[src/nlls_pkg.sv]
// shared types, constants and codes of the nearest lane line selector
package nlls_pkg;

  localparam int COORD_BITS       = 12;
  localparam int CFG_W            = 12;
  localparam int HOLD_W           = 8;
  localparam int INDEX_W          = 8;
  localparam int CFG_INDEX_W      = 3;
  localparam int MAX_SEGMENTS_DEF = 256;
  localparam int QUEUE_DEPTH_DEF  = 4;

  localparam int DIFF_W    = COORD_BITS + 1;
  localparam int NUM_W     = 2 * DIFF_W;
  localparam int MAG_W     = NUM_W - 1;
  localparam int QUO_W     = 2 * ((MAG_W + 1) / 2);
  localparam int DIV_STEPS = QUO_W / 2;
  localparam int REM_W     = COORD_BITS + 1;
  localparam int OFF_W     = QUO_W + 2;

  localparam logic [CFG_W-1:0]  CENTER_COLUMN_RST    = CFG_W'(930);
  localparam logic [CFG_W-1:0]  SCAN_ROW_RST         = CFG_W'(710);
  localparam logic [CFG_W-1:0]  SEARCH_LIMIT_RST     = CFG_W'(500);
  localparam logic [CFG_W-1:0]  FAR_LEFT_LIMIT_RST   = CFG_W'(180);
  localparam logic [CFG_W-1:0]  NEAR_RIGHT_LIMIT_RST = CFG_W'(90);
  localparam logic [CFG_W-1:0]  NEAR_LEFT_LIMIT_RST  = CFG_W'(60);
  localparam logic [CFG_W-1:0]  FAR_RIGHT_LIMIT_RST  = CFG_W'(190);
  localparam logic [HOLD_W-1:0] WARNING_HOLD_RST     = HOLD_W'(25);

  localparam logic REQ_SEGMENT   = 1'b0;
  localparam logic REQ_FRAME_END = 1'b1;

  typedef enum logic [CFG_INDEX_W-1:0] {
    REG_CENTER_COLUMN    = 3'd0,
    REG_SCAN_ROW         = 3'd1,
    REG_SEARCH_LIMIT     = 3'd2,
    REG_FAR_LEFT_LIMIT   = 3'd3,
    REG_NEAR_RIGHT_LIMIT = 3'd4,
    REG_NEAR_LEFT_LIMIT  = 3'd5,
    REG_FAR_RIGHT_LIMIT  = 3'd6,
    REG_WARNING_HOLD     = 3'd7
  } cfg_reg_t;

  typedef struct packed {
    logic [CFG_W-1:0]  center_column;
    logic [CFG_W-1:0]  scan_row;
    logic [CFG_W-1:0]  search_limit;
    logic [CFG_W-1:0]  far_left_limit;
    logic [CFG_W-1:0]  near_right_limit;
    logic [CFG_W-1:0]  near_left_limit;
    logic [CFG_W-1:0]  far_right_limit;
    logic [HOLD_W-1:0] warning_hold;
  } cfg_t;

  typedef struct packed {
    logic                  req_type;
    logic [COORD_BITS-1:0] seg_x1;
    logic [COORD_BITS-1:0] seg_y1;
    logic [COORD_BITS-1:0] seg_x2;
    logic [COORD_BITS-1:0] seg_y2;
  } in_word_t;

  typedef struct packed {
    logic               left_found;
    logic               right_found;
    logic [CFG_W-1:0]   left_distance;
    logic [CFG_W-1:0]   right_distance;
    logic [INDEX_W-1:0] left_segment;
    logic [INDEX_W-1:0] right_segment;
    logic               warn_change_right;
    logic               warn_change_left;
  } out_word_t;

  // one classified word handed from front to back
  typedef struct packed {
    logic                  is_eof;
    logic                  neg_quo;
    logic                  slope_pos;
    logic [MAG_W-1:0]      num_mag;
    logic [COORD_BITS-1:0] dy_mag;
    logic [INDEX_W-1:0]    idx;
  } job_t;

  typedef enum logic [1:0] {
    BK_IDLE,
    BK_DIV,
    BK_UPDATE
  } back_state_t;

endpackage

[src/nlls_queue.sv]
// short first-in first-out queue of classified words between front and back
module nlls_queue import nlls_pkg::*; #(
  parameter int DEPTH = QUEUE_DEPTH_DEF
) (
  input  logic clk,
  input  logic rst_n,
  input  logic push,
  input  job_t job_in,
  output logic full,
  input  logic pop,
  output logic valid,
  output job_t job_out
);

  localparam int PTR_W = $clog2(DEPTH);
  localparam int CNT_W = $clog2(DEPTH + 1);

  job_t             entries_r [DEPTH];
  logic [PTR_W-1:0] wr_ptr_r, wr_ptr_nxt, rd_ptr_r, rd_ptr_nxt;
  logic [CNT_W-1:0] count_r, count_nxt;
  logic             do_push, do_pop;

  assign full    = (count_r == CNT_W'(DEPTH));
  assign valid   = (count_r != '0);
  assign job_out = entries_r[rd_ptr_r];
  assign do_push = push && !full;
  assign do_pop  = pop && valid;

  always_comb begin
    wr_ptr_nxt = wr_ptr_r;
    rd_ptr_nxt = rd_ptr_r;
    count_nxt  = count_r;
    if (do_push) begin
      wr_ptr_nxt = (wr_ptr_r == PTR_W'(DEPTH - 1)) ? '0 : wr_ptr_r + PTR_W'(1);
    end
    if (do_pop) begin
      rd_ptr_nxt = (rd_ptr_r == PTR_W'(DEPTH - 1)) ? '0 : rd_ptr_r + PTR_W'(1);
    end
    if (do_push && !do_pop) begin
      count_nxt = count_r + CNT_W'(1);
    end else if (do_pop && !do_push) begin
      count_nxt = count_r - CNT_W'(1);
    end
  end

  always_ff @(posedge clk) begin
    if (!rst_n) begin
      wr_ptr_r <= '0;
      rd_ptr_r <= '0;
      count_r  <= '0;
    end else begin
      wr_ptr_r <= wr_ptr_nxt;
      rd_ptr_r <= rd_ptr_nxt;
      count_r  <= count_nxt;
    end
  end

  always_ff @(posedge clk) begin
    if (do_push) begin
      entries_r[wr_ptr_r] <= job_in;
    end
  end

endmodule

[config.mk]
export PLATFORM = sky130hd
export DESIGN_NAME = nlls_queue
export DESIGN_NICKNAME = d
export VERILOG_FILES = /design/src/nlls_pkg.sv /design/src/nlls_queue.sv
export SDC_FILE = /design/constraint.sdc
export NUM_CORES = 1
export LEC_CHECK = 0
export ABC_AREA = 1
export BUFFER_PORTS_ARGS = -buffer_cell sky130_fd_sc_hd__buf_2
export CORE_UTILIZATION = 40
export DETAILED_ROUTE_END_ITERATION = 6
export PLACE_DENSITY = 0.59
export SYNTH_ARGS = -nofsm -noshare
export SYNTH_HDL_FRONTEND = slang
export SYNTH_SLANG_ARGS = --single-unit
[constraint.sdc]
create_clock -name clk -period 4.39 [get_ports clk]
set_input_delay 0.2195 -clock clk [delete_from_list [all_inputs] [get_ports clk]]
set_output_delay 0.2195 -clock clk [all_outputs]
set_load 0.01 [all_outputs]
---- Word level (Yosys, flattened, before mapping) ----
Memory sizes are Yosys's and may differ from the RTL's. A register that Yosys moved wholly into a read port is not among the register bits.
Cells that the tools add are included.
storage, ports and cells
  logic and storage cells ................. 28
  memories kept ........................... 1
  bits in writable memories ............... 192
  output and inout port bits .............. 50
  register bits ........................... 7
cells by class
  add/subtract/negate cells ............... 4
  reductions and logical operators ........ 9
  eq/ne operators ......................... 3
  mux-type cells .......................... 8
memory list
  name       words  width  read ports  clocked after memory_dff  write ports  RTL line          text
  entries_r  4      48     1           1                         1            nlls_queue.sv:18  job_t entries_r [DEPTH];
operators by type and width
  kind                                                                count
  2-bit 2-to-1 mux                                                    4
  3-bit 2-to-1 mux                                                    2
  2-bit by 1-bit adder with 2-bit output, second input constant       2
  2-bit equality test, second input constant                          2
  1-bit logical AND                                                   4
  3-bit by 1-bit adder with 3-bit output, second input constant       1
  3-bit equality test, second input constant                          1
  1-bit logical NOT                                                   3
  3-bit nonzero test                                                  1
  3-bit by 1-bit subtractor with 3-bit output, second input constant  1
  1-bit 2-to-1 mux                                                    2
  2-bit nonzero test                                                  1

---- Depth between registers and ports, before layout ----
  depth after elaboration ................. 7
  depth in mapped cells ................... 13
  depth with buffers taken out ............ 13

---- Worst setup path after synthesis ----
Ideal clock, no wire load.
  kind .................................... reg-to-reg
  start point ............................. reg count_r[1]
  end point ............................... mem entries_r[0][0] (netlist bit), enable pin
  setup time .............................. 0.454 ns
  cell stages (with the launch flop) ...... 5
  data arrival time ....................... 2.692 ns
  data required time ...................... 3.936 ns
  setup slack ............................. 1.244 ns
  path buffers ............................ 0
  path through ............................ dfxtp_1 -> nor2_1 -> nand2_1 -> nand2_1 -> nor2_1
on the way
  word-level cells in the longest chain between the ends .. 5
RTL lines
  item                                    RTL line          text
  from (decl)                             nlls_queue.sv:20  logic [CNT_W-1:0] count_r, count_nxt;
  from (signal assigned)                  nlls_queue.sv:54  count_r <= count_nxt;
  3-bit equality test                     nlls_queue.sv:23  assign full = (count_r == CNT_W'(DEPTH));
  1-bit logical NOT                       nlls_queue.sv:26  assign do_push = push && !full;
  1-bit logical AND                       nlls_queue.sv:26
  1-bit 2-to-1 mux                        nlls_queue.sv:59  if (do_push) begin
  1-bit 2-to-1 mux (implied by the code)  nlls_queue.sv:60  entries_r[wr_ptr_r] <= job_in;
  to (decl)                               nlls_queue.sv:18
Every way passes these cells.

==> flow_summary.toml <==
[clocking]
cts_num_sinks = 201
cts_tree = "built"
cts_setup_buffers = 0
cts_buffer_depth = 3
path_clk_slew_ns = 0.05
cts-htree-levels = 1
cts_root_buffer = "clkbuf_16"
insertion_delay_ns = 0.50
numCtsBuffers = 22

[critical_path]
arrival_ns = 2.74
end_kind = "output pin"
crit_end = "job_out[37]"
crit_type = "reg2out"
reg2reg_setup_slack_ns = 1.90
cp-start-kind = "flip-flop"
worstReg2RegEnd = "entries_r[0][1]"
slowest_delay_ns = 0.99
crit_required_ns = 4.17
reg2reg_depth = 5
path_cells = "inv_2 > o21ai_0 > o22ai_1 > buf_2"
r2r-start = "count_r[1]"
path_max_fanout = 49
critPathSlowestCell = "dfxtp_2"

[yosys]
synth.area.top_cells = "edfxtp_1 75%, o21ai_0 5.8%, nor2_1 5.0%"
yosys_warnings = 0
syn-cell-area_sq_mm = 0.00767
yosys_register_bits = 201
synth-seq-area-share_pct = 77.5
yosys.area.top_type = "edfxtp_1"
synth-main-ff-cell = "edfxtp_1"
syn_nets = 595
async_flop_share_pct = 0
synthMostInstantiatedCell = "edfxtp_1"
yosysUniqueCellTypes = 24
avgSynthCellArea_sq_um = 14.3
ys_top_cells_by_count = "192 x edfxtp_1, 103 x nor2_1, 89 x o21ai_0"
synthCells = 536
synth_top_area_share_pct = 75.2
synth-edff-count = 192

[global_routing]
grt_pass1_wl_mm = 25.0
grt_start_max_net_pins = 98
grt_pass1_vias = 4750
grt_use_total_pct = 16.5
antenna_found_initial = 2
grt_overflow = 0

[placed_design]
globalplace.congestion = 0.743
io_buffers = 101
hpwlAfterDp_mm = 8.97
place_inst = 844

[routing]
top_layer_used = "met5"
vias = 4798
wl_met3_um = 909
drc = 0
met2_length_mm = 7.91
firstDrtPassIters = 5
drt_wl_total_mm = 16.4
vias_per_cell = 5.15
drtIter0Drc = 237
met1_length_mm = 7.18
wl_per_cell_um = 17.6
ant_nets = 0

[die]
rows = 50
die_y_um = 140
fp.dieArea_sq_mm = 0.0197
core_area_sq_mm = 0.0188
io_pins = 102
start_util_pct = 40.9
die_x_um = 140

[cells_and_area]
drive_above_1_share_pct = 21.8
final_util_pct = 50.4
syn2layout_area_growth_pct = 23.2
insertedDiodeCount = 0
final_cell_count_no_fill = 931
layout.nets = 741

[sta]
setup_viol = 0
fin_crit_ns = 2.96
rsz0062_at_grt = "no"
max_freq_mhz = 338
timing.final.crit_share_pct = 67.4
slew_headroom_pct = 31.9
clock_skew_ns = 0.0136
final_max_slew_viol_count = 0
tns_ns = 0
tightest_slew_ns = 1.02
final_hold_viol_count = 0

[pwr]
p_leak_nw = 3.38
power_density_mw_per_mm2 = 590
power_mw = 5.58
peakVddDrop_v = 0.000446

[flow_run]
maxCapViolCount = 0

[status]
outcome = "finished, final reports clean"

[worst_hold_path]
hold_path_class = "in2reg"
-- metal layers --
metal / up-vias / track usage (%)
met5: - / 0
met4: 4 / 4.86
met3: 31 / 3.76
met2: 142 / 27.8
met1: 2345 / 21.3
li1: 2276 / -
-- power by group --
| group | internal [mW] | switching [mW] |
|---|---|---|
| logic | 0.480 | 0.863 |
| registers | 2.34 | 0.187 |
| clock network | 1.01 | 0.698 |
-- sequential cells by signal (all words and copies together), names as in the netlist, named ones only --
signal,cells
wr_ptr_r,2
count_r,3
rd_ptr_r,2
entries_r,192
-- repair_timing --
| action | 4_1_cts | 5_1_grt |
|---|---|---|
| hold buffers | 48 | 0 |
| resized for setup | 0 | 0 |
| endpoints found under the hold margin | 192 | 0 |
| endpoints found under the setup margin | 0 | 0 |
-- stage by stage --
step	instance area [sq um]	hold slack (ns)	setup slack [ns]
5_1_grt	9450	0.0289	1.20
3_3_place_gp	8300	0.432	1.92
4_1_cts	9450	0.00655	1.38
2_1_floorplan	7670	0.318	1.24
6_report	9450	0.0112	1.43
3_5_place_dp	8300	0.440	1.85
-- cells by family after synthesis --
group	share of synthesized area, %
AOI/OAI and AO/OA	10.4
and+or+nand+nor	6.83
buffers and inverters	3.98
DFF	77.5
adders and majority gates	1.24
-- placed cells by master, fill, tap and decap left out, types with 2 or more instances in the layout --
cell           instances
a21oi_1                2
o22ai_1               48
ha_1                   6
o21ai_0               89
nor2_4                 4
nand2_1               15
clkbuf_16             23
dfxtp_1                7
buf_2                101
buf_4                  4
edfxtp_1             192
dlygate4sd3_1         48
inv_1                 16
clkbuf_1               3
nor2_2                10
o21ai_1                9
clkinv_2               5
nor2_1                99
clkinv_1               7
-- worst min-delay path by stage --
stage	slack [ns]	start	cells past startpoint	end
global route	0.03	rst_n	3	wr_ptr_r[1]
global placement	0.43	job_in[7]	1	entries_r[3][7]
CTS	0.007	rst_n	3	wr_ptr_r[0]
floorplan	0.32	job_in[0]	0	entries_r[0][0]
detailed placement	0.44	job_in[0]	1	entries_r[1][0]
finish	0.01	rst_n	3	wr_ptr_r[0]
-- area by class of cell --
cell class                      count  area (sq um)
Inverter                           18          72.6
Sequential cell                   201          5950
Timing Repair Buffer              153          1020
Fill cell                        1631          9320
Clock inverter                     13          81.3
Clock buffer                       26           587
Multi-Input combinational cell    286          1450
Tap cell                          234           293
-- critical path: cells and delay by family (launching register included) --
kind / cells / cell delay, ns
flip-flops: 1 / 0.99
AO/OA/AOI/OAI: 2 / 0.42
buffers and inverters: 2 / 0.81
(Power assumes the default switching activity.)
