### src/nlls_pkg.sv
// shared types, constants and codes of the nearest lane line selector
package nlls_pkg;

  localparam int COORD_BITS       = 12;
  localparam int CFG_W            = 12;
  localparam int HOLD_W           = 8;
  localparam int INDEX_W          = 8;
  localparam int CFG_INDEX_W      = 3;
  localparam int MAX_SEGMENTS_DEF = 256;
  localparam int QUEUE_DEPTH_DEF  = 4;

  localparam int DIFF_W    = COORD_BITS + 1;
  localparam int NUM_W     = 2 * DIFF_W;
  localparam int MAG_W     = NUM_W - 1;
  localparam int QUO_W     = 2 * ((MAG_W + 1) / 2);
  localparam int DIV_STEPS = QUO_W / 2;
  localparam int REM_W     = COORD_BITS + 1;
  localparam int OFF_W     = QUO_W + 2;

  localparam logic [CFG_W-1:0]  CENTER_COLUMN_RST    = CFG_W'(930);
  localparam logic [CFG_W-1:0]  SCAN_ROW_RST         = CFG_W'(710);
  localparam logic [CFG_W-1:0]  SEARCH_LIMIT_RST     = CFG_W'(500);
  localparam logic [CFG_W-1:0]  FAR_LEFT_LIMIT_RST   = CFG_W'(180);
  localparam logic [CFG_W-1:0]  NEAR_RIGHT_LIMIT_RST = CFG_W'(90);
  localparam logic [CFG_W-1:0]  NEAR_LEFT_LIMIT_RST  = CFG_W'(60);
  localparam logic [CFG_W-1:0]  FAR_RIGHT_LIMIT_RST  = CFG_W'(190);
  localparam logic [HOLD_W-1:0] WARNING_HOLD_RST     = HOLD_W'(25);

  localparam logic REQ_SEGMENT   = 1'b0;
  localparam logic REQ_FRAME_END = 1'b1;

  typedef enum logic [CFG_INDEX_W-1:0] {
    REG_CENTER_COLUMN    = 3'd0,
    REG_SCAN_ROW         = 3'd1,
    REG_SEARCH_LIMIT     = 3'd2,
    REG_FAR_LEFT_LIMIT   = 3'd3,
    REG_NEAR_RIGHT_LIMIT = 3'd4,
    REG_NEAR_LEFT_LIMIT  = 3'd5,
    REG_FAR_RIGHT_LIMIT  = 3'd6,
    REG_WARNING_HOLD     = 3'd7
  } cfg_reg_t;

  typedef struct packed {
    logic [CFG_W-1:0]  center_column;
    logic [CFG_W-1:0]  scan_row;
    logic [CFG_W-1:0]  search_limit;
    logic [CFG_W-1:0]  far_left_limit;
    logic [CFG_W-1:0]  near_right_limit;
    logic [CFG_W-1:0]  near_left_limit;
    logic [CFG_W-1:0]  far_right_limit;
    logic [HOLD_W-1:0] warning_hold;
  } cfg_t;

  typedef struct packed {
    logic                  req_type;
    logic [COORD_BITS-1:0] seg_x1;
    logic [COORD_BITS-1:0] seg_y1;
    logic [COORD_BITS-1:0] seg_x2;
    logic [COORD_BITS-1:0] seg_y2;
  } in_word_t;

  typedef struct packed {
    logic               left_found;
    logic               right_found;
    logic [CFG_W-1:0]   left_distance;
    logic [CFG_W-1:0]   right_distance;
    logic [INDEX_W-1:0] left_segment;
    logic [INDEX_W-1:0] right_segment;
    logic               warn_change_right;
    logic               warn_change_left;
  } out_word_t;

  // one classified word handed from front to back
  typedef struct packed {
    logic                  is_eof;
    logic                  neg_quo;
    logic                  slope_pos;
    logic [MAG_W-1:0]      num_mag;
    logic [COORD_BITS-1:0] dy_mag;
    logic [INDEX_W-1:0]    idx;
  } job_t;

  typedef enum logic [1:0] {
    BK_IDLE,
    BK_DIV,
    BK_UPDATE
  } back_state_t;

endpackage

### src/nlls_back.sv
// back end: radix-4 divider for the crossing, nearest-side tracking and frame-end report
module nlls_back import nlls_pkg::*; (
  input  logic      clk,
  input  logic      rst_n,
  input  cfg_t      cfg,
  input  logic      q_valid,
  input  job_t      q_job,
  output logic      q_pop,
  output logic      out_valid,
  input  logic      out_stall,
  output out_word_t out_word
);

  localparam int STEP_W = $clog2(DIV_STEPS);

  back_state_t           state_r, state_nxt;
  logic [REM_W-1:0]      rem_r, rem_nxt;
  logic [QUO_W-1:0]      quo_r, quo_nxt;
  logic [COORD_BITS-1:0] div_r, div_nxt;
  logic [STEP_W-1:0]     step_r, step_nxt;
  logic                  neg_r, neg_nxt, slope_r, slope_nxt;
  logic [INDEX_W-1:0]    idx_r, idx_nxt;

  logic [CFG_W-1:0]   best_left_r, best_left_nxt, best_right_r, best_right_nxt;
  logic [INDEX_W-1:0] left_idx_r, left_idx_nxt, right_idx_r, right_idx_nxt;
  logic               left_seen_r, left_seen_nxt, right_seen_r, right_seen_nxt;
  logic [HOLD_W-1:0]  hold_right_r, hold_right_nxt, hold_left_r, hold_left_nxt;
  logic [HOLD_W-1:0]  hold_right_new, hold_left_new;
  logic               out_valid_r, out_valid_nxt;
  out_word_t          out_word_r, out_word_nxt;

  logic [REM_W+QUO_W-1:0]   stage1, stage2;
  logic signed [OFF_W-1:0]  quo_s, crossing, offset;
  logic [OFF_W-1:0]         off_abs;
  logic                     off_neg, off_zero, out_free, both_seen;

  function automatic logic [REM_W+QUO_W-1:0] div_step(
    input logic [REM_W-1:0]      rem,
    input logic [QUO_W-1:0]      quo,
    input logic [COORD_BITS-1:0] d
  );
    logic [REM_W-1:0] trial;
    logic [REM_W-1:0] rem_o;
    logic             bit_o;
    trial = {rem[REM_W-2:0], quo[QUO_W-1]};
    if (trial >= {1'b0, d}) begin
      rem_o = trial - {1'b0, d};
      bit_o = 1'b1;
    end else begin
      rem_o = trial;
      bit_o = 1'b0;
    end
    return {rem_o, quo[QUO_W-2:0], bit_o};
  endfunction

  assign out_valid = out_valid_r;
  assign out_word  = out_word_r;
  assign out_free  = !out_valid_r || !out_stall;
  assign both_seen = left_seen_r && right_seen_r;

  always_comb begin
    stage1 = div_step(rem_r, quo_r, div_r);
    stage2 = div_step(stage1[REM_W+QUO_W-1:QUO_W], stage1[QUO_W-1:0], div_r);

    quo_s    = $signed({2'b00, quo_r});
    crossing = neg_r ? -quo_s : quo_s;
    offset   = crossing - $signed(OFF_W'(cfg.center_column));
    off_neg  = offset[OFF_W-1];
    off_abs  = off_neg ? OFF_W'(-offset) : OFF_W'(offset);
    off_zero = (offset == '0);

    hold_right_new = hold_right_r;
    hold_left_new  = hold_left_r;
    if (both_seen && best_left_r > cfg.far_left_limit &&
        best_right_r < cfg.near_right_limit) begin
      hold_right_new = cfg.warning_hold;
    end
    if (both_seen && best_left_r < cfg.near_left_limit &&
        best_right_r > cfg.far_right_limit) begin
      hold_left_new = cfg.warning_hold;
    end
  end

  always_comb begin
    state_nxt      = state_r;
    rem_nxt        = rem_r;
    quo_nxt        = quo_r;
    div_nxt        = div_r;
    step_nxt       = step_r;
    neg_nxt        = neg_r;
    slope_nxt      = slope_r;
    idx_nxt        = idx_r;
    best_left_nxt  = best_left_r;
    best_right_nxt = best_right_r;
    left_idx_nxt   = left_idx_r;
    right_idx_nxt  = right_idx_r;
    left_seen_nxt  = left_seen_r;
    right_seen_nxt = right_seen_r;
    hold_right_nxt = hold_right_r;
    hold_left_nxt  = hold_left_r;
    out_valid_nxt  = out_valid_r && out_stall;
    out_word_nxt   = out_word_r;
    q_pop          = 1'b0;

    unique case (state_r)
      BK_IDLE: begin
        if (q_valid && q_job.is_eof) begin
          if (out_free) begin
            q_pop                          = 1'b1;
            out_valid_nxt                  = 1'b1;
            out_word_nxt.left_found        = left_seen_r;
            out_word_nxt.right_found       = right_seen_r;
            out_word_nxt.left_distance     = best_left_r;
            out_word_nxt.right_distance    = best_right_r;
            out_word_nxt.left_segment      = left_idx_r;
            out_word_nxt.right_segment     = right_idx_r;
            out_word_nxt.warn_change_right = (hold_right_new != '0);
            out_word_nxt.warn_change_left  = (hold_left_new != '0);
            hold_right_nxt = (hold_right_new != '0) ? hold_right_new - HOLD_W'(1) : '0;
            hold_left_nxt  = (hold_left_new != '0) ? hold_left_new - HOLD_W'(1) : '0;
            // new frame
            best_left_nxt  = cfg.search_limit;
            best_right_nxt = cfg.search_limit;
            left_idx_nxt   = '0;
            right_idx_nxt  = '0;
            left_seen_nxt  = 1'b0;
            right_seen_nxt = 1'b0;
          end
        end else if (q_valid) begin
          q_pop     = 1'b1;
          rem_nxt   = '0;
          quo_nxt   = QUO_W'(q_job.num_mag);
          div_nxt   = q_job.dy_mag;
          step_nxt  = '0;
          neg_nxt   = q_job.neg_quo;
          slope_nxt = q_job.slope_pos;
          idx_nxt   = q_job.idx;
          state_nxt = BK_DIV;
        end
      end
      BK_DIV: begin
        rem_nxt  = stage2[REM_W+QUO_W-1:QUO_W];
        quo_nxt  = stage2[QUO_W-1:0];
        step_nxt = step_r + STEP_W'(1);
        if (step_r == STEP_W'(DIV_STEPS - 1)) begin
          state_nxt = BK_UPDATE;
        end
      end
      BK_UPDATE: begin
        if (!off_neg && !off_zero && slope_r && off_abs < OFF_W'(best_right_r)) begin
          best_right_nxt = off_abs[CFG_W-1:0];
          right_idx_nxt  = idx_r;
          right_seen_nxt = 1'b1;
        end
        if (off_neg && !slope_r && off_abs < OFF_W'(best_left_r)) begin
          best_left_nxt = off_abs[CFG_W-1:0];
          left_idx_nxt  = idx_r;
          left_seen_nxt = 1'b1;
        end
        state_nxt = BK_IDLE;
      end
      default: begin
        state_nxt = BK_IDLE;
      end
    endcase
  end

  always_ff @(posedge clk) begin
    if (!rst_n) begin
      state_r      <= BK_IDLE;
      best_left_r  <= SEARCH_LIMIT_RST;
      best_right_r <= SEARCH_LIMIT_RST;
      left_idx_r   <= '0;
      right_idx_r  <= '0;
      left_seen_r  <= 1'b0;
      right_seen_r <= 1'b0;
      hold_right_r <= '0;
      hold_left_r  <= '0;
      out_valid_r  <= 1'b0;
      step_r       <= '0;
    end else begin
      state_r      <= state_nxt;
      best_left_r  <= best_left_nxt;
      best_right_r <= best_right_nxt;
      left_idx_r   <= left_idx_nxt;
      right_idx_r  <= right_idx_nxt;
      left_seen_r  <= left_seen_nxt;
      right_seen_r <= right_seen_nxt;
      hold_right_r <= hold_right_nxt;
      hold_left_r  <= hold_left_nxt;
      out_valid_r  <= out_valid_nxt;
      step_r       <= step_nxt;
    end
  end

  always_ff @(posedge clk) begin
    rem_r      <= rem_nxt;
    quo_r      <= quo_nxt;
    div_r      <= div_nxt;
    neg_r      <= neg_nxt;
    slope_r    <= slope_nxt;
    idx_r      <= idx_nxt;
    out_word_r <= out_word_nxt;
  end

endmodule

### config.mk
export PLATFORM = sky130hd
export DESIGN_NAME = nlls_back
export DESIGN_NICKNAME = d
export VERILOG_FILES = /design/src/nlls_pkg.sv /design/src/nlls_back.sv
export SDC_FILE = /design/constraint.sdc
export NUM_CORES = 1
export LEC_CHECK = 0
export ABC_AREA = 1
export BUFFER_PORTS_ARGS = -buffer_cell sky130_fd_sc_hd__buf_4
export CAP_MARGIN = 25
export CELL_PAD_IN_SITES_DETAIL_PLACEMENT = 1
export CELL_PAD_IN_SITES_GLOBAL_PLACEMENT = 2
export CORE_MARGIN = 4
export CORE_UTILIZATION = 33
export CTS_CLUSTER_SIZE = 12
export DETAILED_ROUTE_END_ITERATION = 12
export PLACE_DENSITY_LB_ADDON = 0.1
export SLEW_MARGIN = 20
export SYNTH_ARGS = -nofsm -noshare
export SYNTH_HDL_FRONTEND = slang
export SYNTH_SLANG_ARGS = --single-unit
### constraint.sdc
create_clock -name clk -period 5.7 [get_ports clk]
set_input_delay 0 -clock clk [delete_from_list [all_inputs] [get_ports clk]]
set_output_delay 0 -clock clk [all_outputs]
set_load 0.05 [all_outputs]
-- After elaboration in Yosys (flattened, before gate mapping)
Cells that the tools add are included.
- multiplexer cells: 48
- bitwise gates (word level): 1
- add/sub/neg operators: 8
- equal/unequal tests: 10
- $lt $le $gt $ge: 8
- shift-type cells: 0
- divide/modulo/power cells: 0
- reductions and logical operators: 30
- multipliers: 0
- operators with widths (kind ; count):
    12-bit 2-to-1 mux ; 8
    12-bit one-hot mux with 2 select lines ; 3
    8-bit 2-to-1 mux ; 8
    28-bit by 12-bit less-than comparator with 1-bit output ; 2
    28-bit 2-to-1 mux ; 2
    26-bit 2-to-1 mux ; 2
    26-bit one-hot mux with 2 select lines ; 1
    8-bit one-hot mux with 2 select lines ; 2
    28-bit logical NOT ; 1
    26-bit negator with 28-bit output ; 1
    28-bit negator ; 1
    28-bit by 13-bit subtractor with 28-bit output ; 1
    13-bit by 12-bit >= comparator with 1-bit output ; 2
    12-bit greater-than comparator ; 2
    12-bit less-than comparator ; 2
    12-bit subtractor ; 2
    8-bit nonzero test ; 2
    8-bit by 1-bit subtractor with 8-bit output, second input constant ; 2
    2-bit != test, second input constant ; 7
    1-bit 2-to-1 mux ; 13
    1-bit logical AND ; 12
    3-bit AND reduction ; 4
    4-bit 2-to-1 mux ; 2
    4-bit one-hot mux with 2 select lines ; 1
    other kinds (13) ; 22
- latch bits: 0
- word-level logic and storage cells: 130
- memories kept: 0
- bits in registers: 169
- bits in writable memories: 0
- memory bits (read-only): 0
- output and inout port bits: 46
- input bits: 144

-- Logic depth before layout (Yosys ltp)
Gate-level depths: netlist (run 1).
- word-level depth: 10
- gate-level depth with buffers: 39
- mapped depth without buffers: 38

-- Least setup slack after synthesis (run 1)
OpenSTA, ideal clock, no wires.
- kind: register -> register
- start point: register rem_r[1]
- end point: register rem_r[10], data pin
- path slack: 0.868 ns
- stages on the path, launching flop included: 38
- clock period less this slack: 4.832 ns
- setup time: 0.270 ns
- data required time: 5.430 ns
- path buffers: 1
- arrival time: 4.562 ns
- path through: edfxtp_1 > ha_1 > nand2_1 > nand2_1 > a31oi_1 > o21ai_0 > nand2_1 > nand2_1 > nand2_1 > nand2_1 > a21oi_1 > o21bai_1 > nand2_1 > o311ai_1 > clkbuf_1 > nand2_1 > o21ai_0 > inv_1 > [... 2 more ...] > o31ai_1 > and2_1 > o21ai_0 > nand2_1 > a21oi_1 > o21ai_0 > nand3_1 > nand2_1 > nand2_1 > inv_1 > nor2_1 > o21bai_1 > nand2_1 > inv_1 > nor2_1 > clkinv_1 > nand3_1 > a21oi_1
- word-level cells in the longest chain between the ends: 5
- elaborated cells on any way between the ends: 7
- those cells by class: add/sub (2); order compare (2); mux (3)
- ends and longest elaborated chain (item ; RTL line ; RTL):
    start, declared ; nlls_back.sv:17 ; logic [REM_W-1:0] rem_r, rem_nxt;
    start signal, assigned ; nlls_back.sv:197 ; rem_r <= rem_nxt;
    12-bit subtractor or 13-bit by 12-bit >= comparator with 1-bit output (tied branches) ; nlls_back.sv:47, nlls_back.sv:46 ;
    12-bit 2-to-1 mux (*) ; nlls_back.sv:46 ; if (trial >= {1'b0, d}) begin
    12-bit subtractor or 13-bit by 12-bit >= comparator with 1-bit output (tied branches) ; nlls_back.sv:47, nlls_back.sv:46 ;
    12-bit 2-to-1 mux (*) ; nlls_back.sv:46 ;
    12-bit one-hot mux with 2 select lines (*) ; nlls_back.sv:105 ; unique case (state_r)
Every way passes the cells marked *; elsewhere a longest branch is shown, timed or not.
A chain may end at the register's enable or synchronous reset.

-- Worst setup path after layout (run 1)
- start point: register quo_r[0]
- end point: register best_left_r[8]
- word-level cells in the longest chain between the ends: 9
- elaborated cells on any way between the ends: 12
- those cells by class: add/sub (3); order compare (1); eq/ne (1); mux (4); reduce/logical (3)
- ends and longest elaborated chain (item ; RTL line ; RTL):
    start, declared ; nlls_back.sv:18 ; logic [QUO_W-1:0] quo_r, quo_nxt;
    start signal, assigned ; nlls_back.sv:198 ; quo_r <= quo_nxt;
    26-bit negator with 28-bit output ; nlls_back.sv:66 ; crossing = neg_r ? -quo_s : quo_s;
    28-bit 2-to-1 mux (*) ; nlls_back.sv:66 ;
    28-bit by 13-bit subtractor with 28-bit output (*) ; nlls_back.sv:67 ; offset = crossing - $signed(OFF_W'(cfg.center_column));
    28-bit negator ; nlls_back.sv:69 ; off_abs = off_neg ? OFF_W'(-offset) : OFF_W'(offset);
    28-bit 2-to-1 mux ; nlls_back.sv:69 ;
    28-bit by 12-bit less-than comparator with 1-bit output ; nlls_back.sv:155 ; if (off_neg && !slope_r && off_abs < OFF_W'(best_left_r)) begin
    1-bit logical AND ; nlls_back.sv:155 ;
    2-bit != test (no source line) ; -- ;
    4-bit AND reduction (no source line) ; -- ;
    end signal, assigned ; nlls_back.sv:183 ; best_left_r <= best_left_nxt;
    end, declared ; nlls_back.sv:24 ; logic [CFG_W-1:0] best_left_r, best_left_nxt, best_right_r, best_right_nxt;
Every way passes the cells marked *; elsewhere a longest branch is shown, timed or not. The select of a mux whose other input is x is not followed.

==> results of run 1 <==
[routing by layer]
metal	global-route usage [%]	vias up	part of all wire, %
met2	33.9	162	49
met4	3.59	0	1.0
met5	0	-	0
met1	24.8	5563	47
met3	2.93	29	2.8
li1	-	6141	-
[layout make-up]
class	count	area (um^2)	share of cell area [%]
clock inverter	11	124	0.777
clock buffer	21	493	3.09
inverter	255	961	6.03
tap	511	639	4.01
multi-input combinational	1265	7120	44.7
sequential	169	4420	27.8
timing repair buffer	267	2170	13.6
[worst min path at each step]
stage	from	endpoint	depth (start not counted)
after detailed placement	q_job[13]	div_r[5]	1
after CTS	q_job[47]	state_r[0]	6
after global placement	q_job[9]	div_r[1]	1
after global routing	cfg[65]	best_right_r[9]	4
after floorplan	q_job[8]	div_r[0]	0
final	q_job[47]	state_r[0]	6
[power groups by stage]
stage	combinational, mW	sequential, mW	clock (mW)
final	1.38	1.45	1.25
after global routing	1.57	1.46	1.34
after CTS	1.37	1.45	1.28
after detailed placement	1.33	1.47	0
after global placement	1.28	1.47	0
after floorplan	0.870	1.50	0
[per-stage QoR]
stage	power, mW	cells	utilization [%]	hold slack [ns]	area [um^2]
2_1_floorplan	2.37	1728	-	0.0989	12600
3_3_place_gp	2.76	2402	38.7	0.178	14600
3_5_place_dp	2.81	2403	38.8	0.179	14600
4_1_cts	4.10	2495	42.0	0.00972	15800
5_1_grt	4.37	2499	42.3	0.0381	15900
6_report	4.07	2499	42.3	0.0137	15900
[state kept, by name (all words and copies together) (netlist names), 8 cells and up]
register      count
best_left_r      12
best_right_r     12
div_r            12
hold_left_r       8
hold_right_r      8
idx_r             8
left_idx_r        8
out_word         44
quo_r            26
rem_r            12
right_idx_r       8
[worst max-delay path, delay by kind of cell (launching register included)]
kind,cells,cell delay [ns]
adders and majority gates,3,0.77
DFF,1,0.38
AOI/OAI and AO/OA,5,0.96
xor gates and xnor gates,2,0.40
buffers and inverters,4,0.56
and+or+nand+nor,18,1.98
[layout by cell type, fill, tap and decap left out, types with 13 or more instances in the layout]
master           n
nand3_1        106
nor2_2          24
nand2_2         13
nor2_1         158
inv_1          245
xor2_1          35
a21oi_1        102
nand2_1        474
dlygate4sd3_1   60
o21ai_1         13
buf_4          206
dfxtp_1         65
edfxtp_1       104
o21ai_0         70
clkbuf_16       19
nand3b_1        24
nand4_1         37
ha_1           107
[kinds of logic after synthesis]
logic type,count (synthesis),share of synthesized area [%]
fa+ha+maj,113,11.4
flops,169,35.1
xor+xnor,44,3.12
mux,3,0.248
simple gates,871,30.8
compound gates,234,10.2
buf+inv,294,9.14
[timing repair]
| item | in CTS | in global routing |
|---|---|---|
| hold buffers | 60 | 0 |
| hold endpoints to repair | 68 | 0 |
| resized for setup | 0 | 19 |
| setup buffers | 0 | 4 |
| setup endpoints to repair | 0 | 49 |
==> metrics, run 1 <==
VDD IR max=0.220 mV; Clock Latency Late Sink=0.46 ns; Total Die Area=41,400 um^2; drt drc=0; Synth Area per Inst=7.29 um^2; worst slack at placement=0.190 ns; worst flop-to-flop path startpoint=quo_r[0]; cell leakage power=7.73 nW; vias in the first global route=12.3k; die width=203 um; Pint=2.59 mW; CTS Sinks=169; # IOs=190; CTS clk-pin slew, worst paths=0.07 ns; Port Buf Inserts=177; total wire length=39,500 um; Syn Inst Count=1,728; slowest CP cell=edfxtp_1; first-pass GRT wire length=63,700 um; Post-Syn Area=12,600 um^2; top-count cell post-synth=nand2_1; antenna violations before repair=0; max-slew violations=0; fin nets=2,232; WS Path Type=register to register; Die Y=203 um; Setup TNS=0 ns; Synth area leaders=edfxtp_1 25%, nand2_1 14%, ha_1 11%; layout cells sized above 1=16.3%; 1st-iter DRT viols=365; drt via density=4.76; Site Rows=71; outcome=finished, final reports clean; final period utilization=90.9%; share of the synthesized area in the top cell type=24.8%; CTS root buffer=clkbuf_16; Max-slew headroom=30.9%; CTS max path bufs=2; async set or reset register ratio after synthesis=0%; number of fill cells in the layout=4,731; core box area=37,700 um^2; setup ws final=0.519 ns; Clock Skew=0.0139 ns; Post-synth EDFFs=104; Placer Congestion=0.834; CP endpoint=best_left_r[8]; P_sw=1.48 mW; Final setup viols=0; worst flop-to-flop path endpoint=best_left_r[8]; n_diodes=0; Starting Density=33.5%; Ys Warns=0; total CTS buffers=17; Reg2Reg Setup Slack=0.52 ns; sequential fraction of design power=35.5%; Clk pwr share=30.7%; Worst Path Max Fanout=14; worst slew pin tran=1.04 ns; antenna-violating nets left=0; Worst Setup SP=quo_r[0]; Main synth FF type=edfxtp_1; CTS tree=built; fmax=193 MHz; H-tree Lvls=4; Fin. Hold Viols=0; aggregate global-route resource usage=19.1%; Sw Ratio=36.3%; Pre-antenna DRT Iters=4; syn nets=1,985; min Tclk post-route=5.18 ns; Hold Path Class=primary input to register; Worst Setup End Kind=register; startpoint types=register; post-synth cell types=50; PwrDens=255 nW/um^2; Worst path max stage delay=0.38 ns; overflow left after global routing=0; Yosys top cell by area=edfxtp_1; count of max-cap constraint violations=0; combinational power share=33.8%; via count=11.9k; CP dominant cell by count=nand2_1; post-DR wirelength/cell=15.8 um; DP Wirelength=31,600 um; RSZ-0062 raised after global routing=false; required time of the critical path=6.01 ns; Synth-to-Final Area Change=26.4%; Yosys reg bits=169; pin count of the biggest net entering global routing=56; Worst EP arrival=5.49 ns; Commonest cells post-synth=474 x nand2_1, 247 x inv_1, 159 x nor2_1, 110 x ha_1, 106 x nand3_1; worst r2r path cells=32; Seq/Total Area, Yosys=35.1%
No activity file was read; power rests on OpenSTA's default activity.
==> run 2: changes to the inputs <==
--- a/config.mk
+++ b/config.mk
@@ -14,6 +14,7 @@
 export CORE_UTILIZATION = 33
 export CTS_CLUSTER_SIZE = 12
 export DETAILED_ROUTE_END_ITERATION = 12
+export HOLD_SLACK_MARGIN = 0.1
 export PLACE_DENSITY_LB_ADDON = 0.1
 export SLEW_MARGIN = 20
 export SYNTH_ARGS = -nofsm -noshare
==> run 2 against run 1 <==
  * Clock power barely moved
  * Core utilization rose by 0.19 points
  * Maximum frequency fell by 0.35%
  * Sequential share of layout area fell by 0.12 points
  * Cell count rose by 0.28%
  * Critical path depth did not move
  * Via count rose by 0.27%
  * Setup slack got worse by 0.018 ns
  * Largest power group unchanged
==> metrics, run 2 (same netlist as run 1, synthesis figures left out) <==
outcome=finished, final reports clean; final period utilization=91.2% (+0.32 points); H-tree Lvls=4 (unchanged); Reg2Reg Setup Slack=0.50 ns (-0.02 ns); worst flop-to-flop path startpoint=quo_r[0]; required time of the critical path=6.01 ns (about the same); CTS Sinks=169 (unchanged); Sw Ratio=36.3% (about the same); total wire length=39,700 um (+0.39%); crit path buf inv count=4 (unchanged); Setup TNS=0 ns (unchanged); PwrDens=255 nW/um^2 (-0.30%); Die Y=203 um (unchanged); worst slew pin tran=1.04 ns (+0.00802 ns); core box area=37,700 um^2 (unchanged); Hold WS=0.183 ns (+0.170 ns); startpoint types=register; die width=203 um (unchanged); antenna violations before repair=0 (unchanged); Final Core Density=42.5% (+0.19 points); via count=11.9k (+0.27%); Port Buf Inserts=177 (unchanged); critical path's top delay family=simple AND/OR/NAND/NOR gates; CTS max path bufs=2 (unchanged); WS Path Type=register to register; CTS clk-pin slew, worst paths=0.07 ns (about the same); vias in the first global route=12.3k (+0.30%); cell leakage power=7.76 nW (+0.38%); Pint=2.60 mW (+0.12%); commonest cells after routing, fill and taps aside=474 x nand2_1, 245 x inv_1, 206 x buf_4; Pre-antenna DRT Iters=4 (unchanged); CTS tree=built; hold path depth=6 (unchanged); Multi-input gate area=7120 um^2 (unchanged); fin nets=2,239 (+0.31%); combinational power share=33.9% (about the same); Worst Path Max Fanout=14 (unchanged); antenna-violating nets left=0 (unchanged); Worst Setup End Kind=register; RSZ-0062 raised after global routing=false; placed inst area=14,600 um^2 (unchanged); fmax=192 MHz (-0.35%); total CTS buffers=17 (unchanged); Worst path max stage delay=0.38 ns (about the same); post-DR wirelength/cell=15.8 um (+0.11%); DP Wirelength=31,600 um (unchanged); worst flop-to-flop path endpoint=best_left_r[8]; # IOs=190 (unchanged); drt drc=0 (unchanged); VDD IR max=0.220 mV (about the same); drt via density=4.76 (about the same); Final setup viols=0 (unchanged); CTS root buffer=clkbuf_16; min Tclk post-route=5.20 ns (+0.0182 ns); max-slew violations=0 (unchanged); Placer Congestion=0.834 (unchanged); first-pass GRT wire length=63,900 um (+0.28%); Clock Latency Late Sink=0.45 ns (about the same); n_diodes=0 (unchanged); Max-slew headroom=30.3% (-0.54 points); Starting Density=33.5% (unchanged); slowest CP cell=edfxtp_1; Worst EP arrival=5.51 ns (+0.02 ns); Fin. Hold Viols=0 (unchanged); Total Die Area=41,400 um^2 (unchanged); 1st-iter DRT viols=392 (+7.4%); count of max-cap constraint violations=0 (unchanged); Site Rows=71 (unchanged); layout cells sized above 1=16.2% (-0.057 points); most common cell after layout, fill and taps aside=nand2_1; CP dominant cell by count=nand2_1; Synth-to-Final Area Change=27.0%; hold_sp=cfg[3]; Hold Path Class=primary input to register; worst r2r path cells=32 (unchanged); Hold EP=hold_left_r[3]; sequential fraction of design power=35.5% (about the same); Clock Skew=0.0127 ns (-0.00120 ns); P_sw=1.48 mW (+0.17%); final instance area=16,000 um^2 (+0.44%); register area=4420 um^2 (unchanged); aggregate global-route resource usage=19.1% (+0.057 points); number of fill cells in the layout=4,722 (-0.19%); overflow left after global routing=0 (unchanged); number of flip-flops in the largest register=44 (unchanged); Clk pwr share=30.6% (about the same); pin count of the biggest net entering global routing=56 (unchanged)
run 2: cell count changes in the layout (fill, tap and decap cells not counted), sizes merged:
| cell | previous run | this run |
|---|---|---|
| dlygate4sd3 | 60 | 67 |
run 2: final cells by class:
type	count	share of cell area, %
multi-input combinational	1265	44.5
sequential	169	27.6
timing repair buffer	274	14.0
inverter	255	6.00
tap	511	3.99
clock buffer	21	3.08
clock inverter	11	0.774
run 2: worst min-delay path: cells and delay by family:
kind,cells,cell delay [ns]
xor+xnor,1,0.08
buf+inv,2,0.12
compound gates,2,0.31
simple gates,1,0.06
run 2: stage by stage:
stage	setup slack [ns]	instances	total power, mW
3_5_place_dp	0.190	2403	2.81
2_1_floorplan	0.868	1728	2.37
3_3_place_gp	0.353	2402	2.76
4_1_cts	0.166	2502	4.10
5_1_grt	0.00474	2506	4.37
6_report	0.501	2506	4.08
run 2: repair_timing:
action,CTS,global route
setup buffers,0,4
endpoints found under the hold margin,97,0
setup endpoints to repair,0,49
gates resized for setup,0,19
hold buffers,67,0
run 2: power groups by stage:
stage                     clock (mW)  sequential [mW]  combinational [mW]
after floorplan                    0             1.50               0.870
after global placement             0             1.47                1.28
after CTS                       1.28             1.45                1.37
final                           1.25             1.45                1.38
after detailed placement           0             1.47                1.33
after global routing            1.34             1.46                1.58
run 2: how the worst max path moves through the flow:
| stage | startpoint | end | slack, ns | depth (start not counted) |
|---|---|---|---|---|
| floorplan | rem_r[1] | rem_r[10] | 0.87 | 37 |
| global placement | quo_r[0] | best_left_r[9] | 0.35 | 30 |
| CTS | rem_r[1] | rem_r[10] | 0.17 | 36 |
| finish | quo_r[0] | best_left_r[8] | 0.50 | 32 |
| global route | rem_r[4] | rem_r[10] | 0.005 | 37 |
| detailed placement | rem_r[1] | rem_r[10] | 0.19 | 34 |
run 2: per-layer routing:
layer  track usage (%)  routed length, um
met2              34.1              19400
met4              3.59                401
met3              2.88               1130
met1              24.9              18700
met5                 0                  0
